$ cat config.mk
export PLATFORM = sky130hd
export DESIGN_NAME = elevator_collective_controller
export DESIGN_NICKNAME = d
export VERILOG_FILES = /design/src/hdl/ecc_pkg.sv /design/src/hdl/elevator_collective_controller.sv
export SDC_FILE = /design/constraint.sdc
export NUM_CORES = 1
export LEC_CHECK = 0
export ABC_AREA = 0
export BUFFER_PORTS_ARGS = -buffer_cell sky130_fd_sc_hd__buf_2
export CAP_MARGIN = 20
export CORE_UTILIZATION = 65
export CTS_CLUSTER_DIAMETER = 80
export CTS_CLUSTER_SIZE = 28
export DETAILED_ROUTE_END_ITERATION = 8
export PLACE_DENSITY = 0.92
export SYNTH_ARGS = -nofsm -noshare
export SYNTH_HDL_FRONTEND = slang
export SYNTH_SLANG_ARGS = --single-unit
$ cat constraint.sdc
create_clock -name i_clk -period 7.59 [get_ports i_clk]
set_input_delay 0.759 -clock i_clk [delete_from_list [all_inputs] [get_ports i_clk]]
set_output_delay 0.759 -clock i_clk [all_outputs]
set_load 0.02 [all_outputs]
$ cat src/hdl/ecc_pkg.sv
`timescale 1ns / 1ps
// ecc_pkg: constants and phase codes for the elevator collective controller
// no dependencies; imported by elevator_collective_controller

package ecc_pkg;

    // shaft geometry
    localparam int FLOORS  = 5;
    localparam int FLOOR_W = 3;

    // field widths
    localparam int FUNC_W  = 2;
    localparam int PHASE_W = 2;
    localparam int TIMER_W = 16;
    localparam int PERS_W  = 4;
    localparam int CFG_IDX_W = 2;
    localparam int CFG_DATA_W = 16;

    // stream widths
    localparam int IN_TDATA_W  = 8;
    localparam int OUT_TDATA_W = 16;

    // input item kinds
    localparam logic [FUNC_W-1:0] FN_TICK  = 2'd0;
    localparam logic [FUNC_W-1:0] FN_BTN   = 2'd1;
    localparam logic [FUNC_W-1:0] FN_ENTER = 2'd2;
    localparam logic [FUNC_W-1:0] FN_LEAVE = 2'd3;

    // car phases
    localparam logic [PHASE_W-1:0] PH_IDLE    = 2'd0;
    localparam logic [PHASE_W-1:0] PH_CLOSING = 2'd1;
    localparam logic [PHASE_W-1:0] PH_MOVING  = 2'd2;
    localparam logic [PHASE_W-1:0] PH_OPENING = 2'd3;

    // configuration register indexes
    localparam logic [CFG_IDX_W-1:0] CFG_DOOR   = 2'd0;
    localparam logic [CFG_IDX_W-1:0] CFG_TRAVEL = 2'd1;
    localparam logic [CFG_IDX_W-1:0] CFG_MAXP   = 2'd2;

    // register reset values
    localparam logic [TIMER_W-1:0] DOOR_TICKS_RST   = 16'd10;
    localparam logic [TIMER_W-1:0] TRAVEL_TICKS_RST = 16'd50;
    localparam logic [PERS_W-1:0]  CROWD_LIM_RST    = 4'd4;
    localparam logic [PERS_W-1:0]  PERS_MAX         = 4'd15;

endpackage

$ cat src/hdl/elevator_collective_controller.sv
`timescale 1ns / 1ps
// elevator_collective_controller: scan-order elevator car controller, one result per beat
// depends on ecc_pkg for phase codes, widths and register reset values

// Five-floor elevator controller with up/down collective (scan) service. Every input
// beat is a tick, a floor button press, a person entering or a person leaving
// (s_axis_tuser), and every input beat yields exactly one output beat that carries
// the car state after that event has been applied. Unless the output stalls, a beat
// is taken in every cycle: it lands in an input register, the next state is worked out
// by shallow logic and written together with the output register, so the output
// beat follows its input handshake through these two registers and the sustained
// rate is one beat per clock, limited only by the output side draining. Back-pressure
// on the output stalls the input register, which then stalls s_axis_tready. Only ticks
// advance the door and travel timers; door_ticks and travel_ticks of zero act as one.
// The passenger count saturates at 0 and 15 and changes only while the door is open.
// Configuration writes (door_ticks, travel_ticks, crowd limit) take effect at once
// and are expected only while no beat is in flight.

module elevator_collective_controller (
    input  logic                                 i_clk,
    input  logic                                 i_rst_n,
    // configuration write port
    input  logic                                 i_cfg_we,
    input  logic [ecc_pkg::CFG_IDX_W-1:0]        i_cfg_index,
    input  logic [ecc_pkg::CFG_DATA_W-1:0]       i_cfg_data,
    // input stream
    input  logic                                 s_axis_tvalid,
    output logic                                 s_axis_tready,
    input  logic [ecc_pkg::IN_TDATA_W-1:0]       s_axis_tdata,  // [2:0] floor_sel, rest zero
    input  logic [ecc_pkg::FUNC_W-1:0]           s_axis_tuser,  // [1:0] func
    // output stream
    output logic                                 m_axis_tvalid,
    input  logic                                 m_axis_tready,
    // [2:0] floor_now, [3] down_dir, [4] door_open, [5] car_moving,
    // [6] overloaded, [11:7] pending, [13:12] phase_now, [15:14] zero
    output logic [ecc_pkg::OUT_TDATA_W-1:0]      m_axis_tdata
);

    import ecc_pkg::*;

    // configuration registers
    logic [TIMER_W-1:0] r_door_ticks;
    logic [TIMER_W-1:0] r_travel_ticks;
    logic [PERS_W-1:0]  r_crowd_lim;

    // input register
    logic               r_in_valid;
    logic [FUNC_W-1:0]  r_func;
    logic [FLOOR_W-1:0] r_sel;

    // car state
    logic [FLOORS-1:0]  r_req,    n_req;
    logic [FLOOR_W-1:0] r_floor,  n_floor;
    logic               r_down,   n_down;
    logic [PHASE_W-1:0] r_phase,  n_phase;
    logic [TIMER_W-1:0] r_timer,  n_timer;
    logic [PERS_W-1:0]  r_pers,   n_pers;

    // output register
    logic                   r_out_valid;
    logic [OUT_TDATA_W-1:0] r_out_data, n_out_data;

    logic               advance;
    logic [FLOORS-1:0]  below_mask;
    logic [FLOORS-1:0]  ahead;
    logic [FLOORS-1:0]  behind;
    logic [TIMER_W-1:0] timer_inc;
    logic [TIMER_W-1:0] door_lim;
    logic [TIMER_W-1:0] travel_lim;
    logic               door_done;
    logic               travel_done;
    logic               at_top;
    logic               at_ground;
    logic [FLOOR_W-1:0] step_floor;

    // the compute stage fires when the output register is free or being drained
    assign advance       = !r_out_valid || m_axis_tready;
    assign s_axis_tready = !r_in_valid || advance;

    assign m_axis_tvalid = r_out_valid;
    assign m_axis_tdata  = r_out_data;

    // requests split around the car position
    always_comb begin
        for (int i = 0; i < FLOORS; i++) begin
            below_mask[i] = (FLOOR_W'(i) < r_floor);
        end
    end

    assign ahead  = r_down ? (r_req & below_mask) : (r_req & ~below_mask);
    assign behind = r_down ? (r_req & ~below_mask) : (r_req & below_mask);

    // shared phase timer; a zero limit counts as one
    assign timer_inc   = r_timer + TIMER_W'(1);
    assign door_lim    = (r_door_ticks == '0) ? TIMER_W'(1) : r_door_ticks;
    assign travel_lim  = (r_travel_ticks == '0) ? TIMER_W'(1) : r_travel_ticks;
    assign door_done   = (timer_inc >= door_lim);
    assign travel_done = (timer_inc >= travel_lim);

    assign at_top     = (r_floor >= FLOOR_W'(FLOORS - 1));
    assign at_ground  = (r_floor == '0);
    assign step_floor = r_down ? (r_floor - FLOOR_W'(1)) : (r_floor + FLOOR_W'(1));

    // next state for the item held in the input register
    always_comb begin
        n_req   = r_req;
        n_floor = r_floor;
        n_down  = r_down;
        n_phase = r_phase;
        n_timer = r_timer;
        n_pers  = r_pers;

        unique case (r_func)
            FN_TICK: begin
                unique case (r_phase)
                    PH_IDLE: begin
                        if (ahead != '0) begin
                            n_phase = PH_CLOSING;
                            n_timer = '0;
                        end else if (behind != '0) begin
                            n_down = !r_down;
                        end
                    end
                    PH_CLOSING: begin
                        n_timer = timer_inc;
                        if (door_done) begin
                            n_timer = '0;
                            // served on the spot: reopen without moving
                            if (r_req[r_floor]) begin
                                n_req[r_floor] = 1'b0;
                                n_phase        = PH_OPENING;
                            end else begin
                                n_phase = PH_MOVING;
                            end
                        end
                    end
                    PH_MOVING: begin
                        n_timer = timer_inc;
                        if (travel_done) begin
                            n_timer = '0;
                            if (r_down ? at_ground : at_top) begin
                                // end of shaft: stop where the car is
                                n_req[r_floor] = 1'b0;
                                n_phase        = PH_OPENING;
                            end else begin
                                n_floor = step_floor;
                                if (r_req[step_floor]) begin
                                    n_req[step_floor] = 1'b0;
                                    n_phase           = PH_OPENING;
                                end
                            end
                        end
                    end
                    PH_OPENING: begin
                        n_timer = timer_inc;
                        if (door_done) begin
                            n_timer = '0;
                            n_phase = PH_IDLE;
                            // turn around at either end of the shaft
                            if (!r_down && at_top) begin
                                n_down = 1'b1;
                            end else if (r_down && at_ground) begin
                                n_down = 1'b0;
                            end
                        end
                    end
                    default: begin
                        n_phase = r_phase;
                    end
                endcase
            end
            FN_BTN: begin
                if (r_sel < FLOOR_W'(FLOORS)) begin
                    n_req[r_sel] = 1'b1;
                end
            end
            FN_ENTER: begin
                if (r_phase == PH_IDLE && r_pers != PERS_MAX) begin
                    n_pers = r_pers + PERS_W'(1);
                end
            end
            FN_LEAVE: begin
                if (r_phase == PH_IDLE && r_pers != '0) begin
                    n_pers = r_pers - PERS_W'(1);
                end
            end
            default: begin
                n_pers = r_pers;
            end
        endcase

        n_out_data = {2'b00,
                      n_phase,
                      n_req,
                      (n_pers > r_crowd_lim),
                      (n_phase == PH_MOVING),
                      (n_phase == PH_IDLE),
                      n_down,
                      n_floor};
    end

    // configuration registers
    always_ff @(posedge i_clk) begin
        if (!i_rst_n) begin
            r_door_ticks   <= DOOR_TICKS_RST;
            r_travel_ticks <= TRAVEL_TICKS_RST;
            r_crowd_lim    <= CROWD_LIM_RST;
        end else if (i_cfg_we) begin
            unique case (i_cfg_index)
                CFG_DOOR:   r_door_ticks   <= i_cfg_data;
                CFG_TRAVEL: r_travel_ticks <= i_cfg_data;
                CFG_MAXP:   r_crowd_lim    <= i_cfg_data[PERS_W-1:0];
                default:    r_crowd_lim    <= r_crowd_lim;
            endcase
        end
    end

    // input register
    always_ff @(posedge i_clk) begin
        if (!i_rst_n) begin
            r_in_valid <= 1'b0;
        end else if (s_axis_tready) begin
            r_in_valid <= s_axis_tvalid;
        end
    end

    always_ff @(posedge i_clk) begin
        if (s_axis_tready && s_axis_tvalid) begin
            r_func <= s_axis_tuser;
            r_sel  <= s_axis_tdata[FLOOR_W-1:0];
        end
    end

    // car state and output register update together
    always_ff @(posedge i_clk) begin
        if (!i_rst_n) begin
            r_req       <= '0;
            r_floor     <= '0;
            r_down      <= 1'b0;
            r_phase     <= PH_IDLE;
            r_timer     <= '0;
            r_pers      <= '0;
            r_out_valid <= 1'b0;
        end else if (advance) begin
            r_out_valid <= r_in_valid;
            if (r_in_valid) begin
                r_req   <= n_req;
                r_floor <= n_floor;
                r_down  <= n_down;
                r_phase <= n_phase;
                r_timer <= n_timer;
                r_pers  <= n_pers;
            end
        end
    end

    always_ff @(posedge i_clk) begin
        if (advance && r_in_valid) begin
            r_out_data <= n_out_data;
        end
    end

endmodule
==> flow_summary.ini <==
[power]
peakVddDrop_uv = 129
powerDensity_nw_per_um2 = 155
combPwrFrac = 0.099
p_int_uw = 685
p_clk_frac = 0.363
switchingPower_uw = 249
p_leak_uw = 0.00244
seqPwrFrac = 0.538
p_sw_frac = 0.267

[cts]
cts_setup_buffers = 0
clkLatencyLatePin_ns = 0.36
post_cts_resized = 0
htree_levels = 3
cts_buffers = 9
cts_tree = built
clkSinkCount = 88
cts_hold_buffers = 0
clock-root-buffer = clkbuf_8
clockBufferDepth = 2
cts.clk_slew.worst_paths_ns = 0.08

[worst_setup_path]
r2r_cells = 14
r2r_start = r_timer[0]$_SDFFE_PN0P_
crit_fanout = 17
cp.arrival_ns = 4.51
critPathCapture = r_timer[11]$_SDFFE_PN0P_
critPathKind = reg -> reg
cp.required_ns = 7.86
critPathLaunch = r_timer[0]$_SDFFE_PN0P_
crit_path_start_kind = flip-flop
r2r-end = r_timer[11]$_SDFFE_PN0P_
reg2reg_slack_ns = 3.35
endpoint_kind = flip-flop

[drt]
avgRoutedWirePerCell_um = 16.9
detail_route.wirelength_um = 13200
drt.antenna.violating_nets = 0
vias = 4984
drt_iter0_drc = 364
routed_via_density = 6.37
dr.pass1.iters = 5
drcViolationCount = 0

[synthesis]
synthMuxAreaShare = 0.0209
synth-compound-area-share = 0.232
async_reset_ff_frac = 0
synth_top_family_by_area = compound AO/OA/AOI/OAI gates
synth_edf_count = 19
synth-main-ff-cell = dfxtp_1
syn_inst = 651
synth-simple-area-share = 0.197
yosys_warnings = 0
synth_fa_ha_area_frac = 0.107
ys_types = 80
synth-xor-area-share = 0.0343
ys_seq_area_frac = 0.348
synth.avg_cell_area_sq_um = 8.63
netlist_area_sq_um = 5620
ys_ff_latch = 88

[die]
io_pins = 51
num_rows = 33
dieWidth_um = 94.9
core_area_sq_um = 8300
die_area_sq_um = 9010
start_util = 0.677
fp.dieH_um = 94.9

[min_path]
hp-class = reg -> reg

[placed_design]
place_area_sq_um = 5820
port_buffers = 43
dp_hpwl_um = 9610
place_congestion = 0.943
pre_cts_ws_ns = 3.47

[grt]
antenna_found_initial = 0
overflow = 0
grt_pass1_wl_um = 22100
grt_pass1_vias = 4689
grt.total_usage = 0.313
grt_max_degree = 60

[final_layout]
final_nets = 754
layout-drive-gt1-share = 0.124
synthToLayoutAreaGrowth_pct = 7.17
num_antenna_cells = 0
final_cell_area_sq_um = 6020

[sta]
final-setup-viol-count = 0
setup_tns_ns = 0
finalMaxSlewViolations = 0
skew_ns = 0.0128
fmax_mhz = 236
period_minus_slack_ns = 4.24
max_slew_margin = 0.265
timing.final.ws_setup_ns = 3.35
final-hold-violation-count = 0
rsz0062_at_grt = no
worst_slew_pin_slew_ns = 1.10
finalCritPeriodShare = 0.559

[status]
outcome = completed

[job]
maxCapViolations = 0
[worst max-delay path, cell delays in order (launching register included)]
cell and delay, ns:
dfxtp_1 0.51, ha_1 0.30, nand3_1 0.14, nor2_1 0.30
nand4_1 0.14, nor2_1 0.16, xor2_1 0.30, ha_1 0.32
a21oi_1 0.16, nand2_1 0.07, a221o_1 0.33, a21o_1 0.26
o32ai_4 0.70, nand2_1 0.20, o31ai_1 0.24
[cell type report]
type,count,area [sq um]
fill,583,2280
inverter,49,184
multi-input combinational,481,3330
tap,105,131
clock buffer,10,128
sequential,88,1950
clock inverter,6,71.3
timing repair buffer,44,223
[cells in the mapped netlist (8+ instances only)]
cell / instances / area share
a21boi_1: 11 / 0.015
nand4_1: 8 / 0.0089
nor2b_1: 11 / 0.012
edfxtp_1: 19 / 0.10
a21boi_0: 18 / 0.024
inv_1: 46 / 0.031
dfxtp_1: 69 / 0.25
a31oi_1: 9 / 0.010
nor3_1: 12 / 0.011
nand3_1: 19 / 0.017
clkbuf_1: 22 / 0.015
nor2_1: 30 / 0.020
o21ai_1: 9 / 0.0080
a21oi_1: 23 / 0.020
o21ai_0: 13 / 0.012
nand2_1: 104 / 0.070
xnor2_1: 15 / 0.023
ha_1: 48 / 0.11
[cell usage in the layout, fill, tap and decap left out, drive strengths merged, types with 9 or more instances in the layout]
master,Yosys,final
a21boi,29,29
a21oi,24,24
a31oi,9,9
buf,12,44
clkbuf,22,10
dfxtp,69,69
edfxtp,19,19
ha,48,48
inv,48,53
nand2,104,104
nand3,20,20
nand4,9,9
nor2,31,31
nor2b,12,12
nor3,12,12
o21ai,23,23
xnor2,15,15
[routing by layer]
| metal | GRT usage | vias to the layer above | wire length (um) |
|---|---|---|---|
| li1 | - | 2377 | - |
| met1 | 0.416 | 2332 | 5470 |
| met2 | 0.511 | 242 | 6350 |
| met3 | 0.0427 | 33 | 1140 |
| met4 | 0.129 | 0 | 271 |
| met5 | 0 | - | 0 |
[stage by stage]
| step | hold WS, ns | utilization | power, uW | instances |
|---|---|---|---|---|
| 2_1_floorplan | 0.439 | - | 574 | 652 |
| 3_3_place_gp | 0.447 | 0.701 | 597 | 767 |
| 3_5_place_dp | 0.459 | 0.701 | 603 | 767 |
| 4_1_cts | 0.472 | 0.725 | 934 | 783 |
| 5_1_grt | 0.493 | 0.725 | 966 | 783 |
| 6_report | 0.469 | 0.725 | 934 | 783 |
[kinds of logic after synthesis]
family / count (synthesis)
AND/OR/NAND/NOR: 230
other: 1
adder cells (fa/ha/maj): 48
XOR/XNOR: 22
multiplexers: 10
AO/OA/AOI/OAI: 169
flip-flops: 88
buffers and inverters: 83
[sequential cells by signal, summed over array words and instances (netlist names)]
signal          cells
m_axis_tdata       14
m_axis_tvalid       1
r_crowd_lim         4
r_door_ticks       16
r_down              1
r_floor             3
r_func              2
r_in_valid          1
r_pers              4
r_phase             2
r_req               5
r_sel               3
r_timer            16
r_travel_ticks     16
[how the worst min path moves through the flow]
stage / from / endpoint / slack, ns / cells after the start
CTS: r_timer[9]$_SDFFE_PN0P_ / r_timer[9]$_SDFFE_PN0P_ / 0.47 / 2
global route: r_timer[9]$_SDFFE_PN0P_ / r_timer[9]$_SDFFE_PN0P_ / 0.49 / 2
floorplan: r_timer[7]$_SDFFE_PN0P_ / r_timer[7]$_SDFFE_PN0P_ / 0.44 / 2
global placement: r_timer[7]$_SDFFE_PN0P_ / r_timer[7]$_SDFFE_PN0P_ / 0.45 / 2
finish: r_timer[9]$_SDFFE_PN0P_ / r_timer[9]$_SDFFE_PN0P_ / 0.47 / 2
detailed placement: r_timer[9]$_SDFFE_PN0P_ / r_timer[9]$_SDFFE_PN0P_ / 0.46 / 2
[power groups by stage]
stage               Combinational [uW]  Clock [uW]  Sequential [uW]
floorplan                         61.6           0              513
global placement                  84.9           0              512
detailed placement                90.4           0              513
CTS                               91.1         341              502
global route                       103         360              504
finish                            92.1         339              503
(Power assumes the default switching activity.)
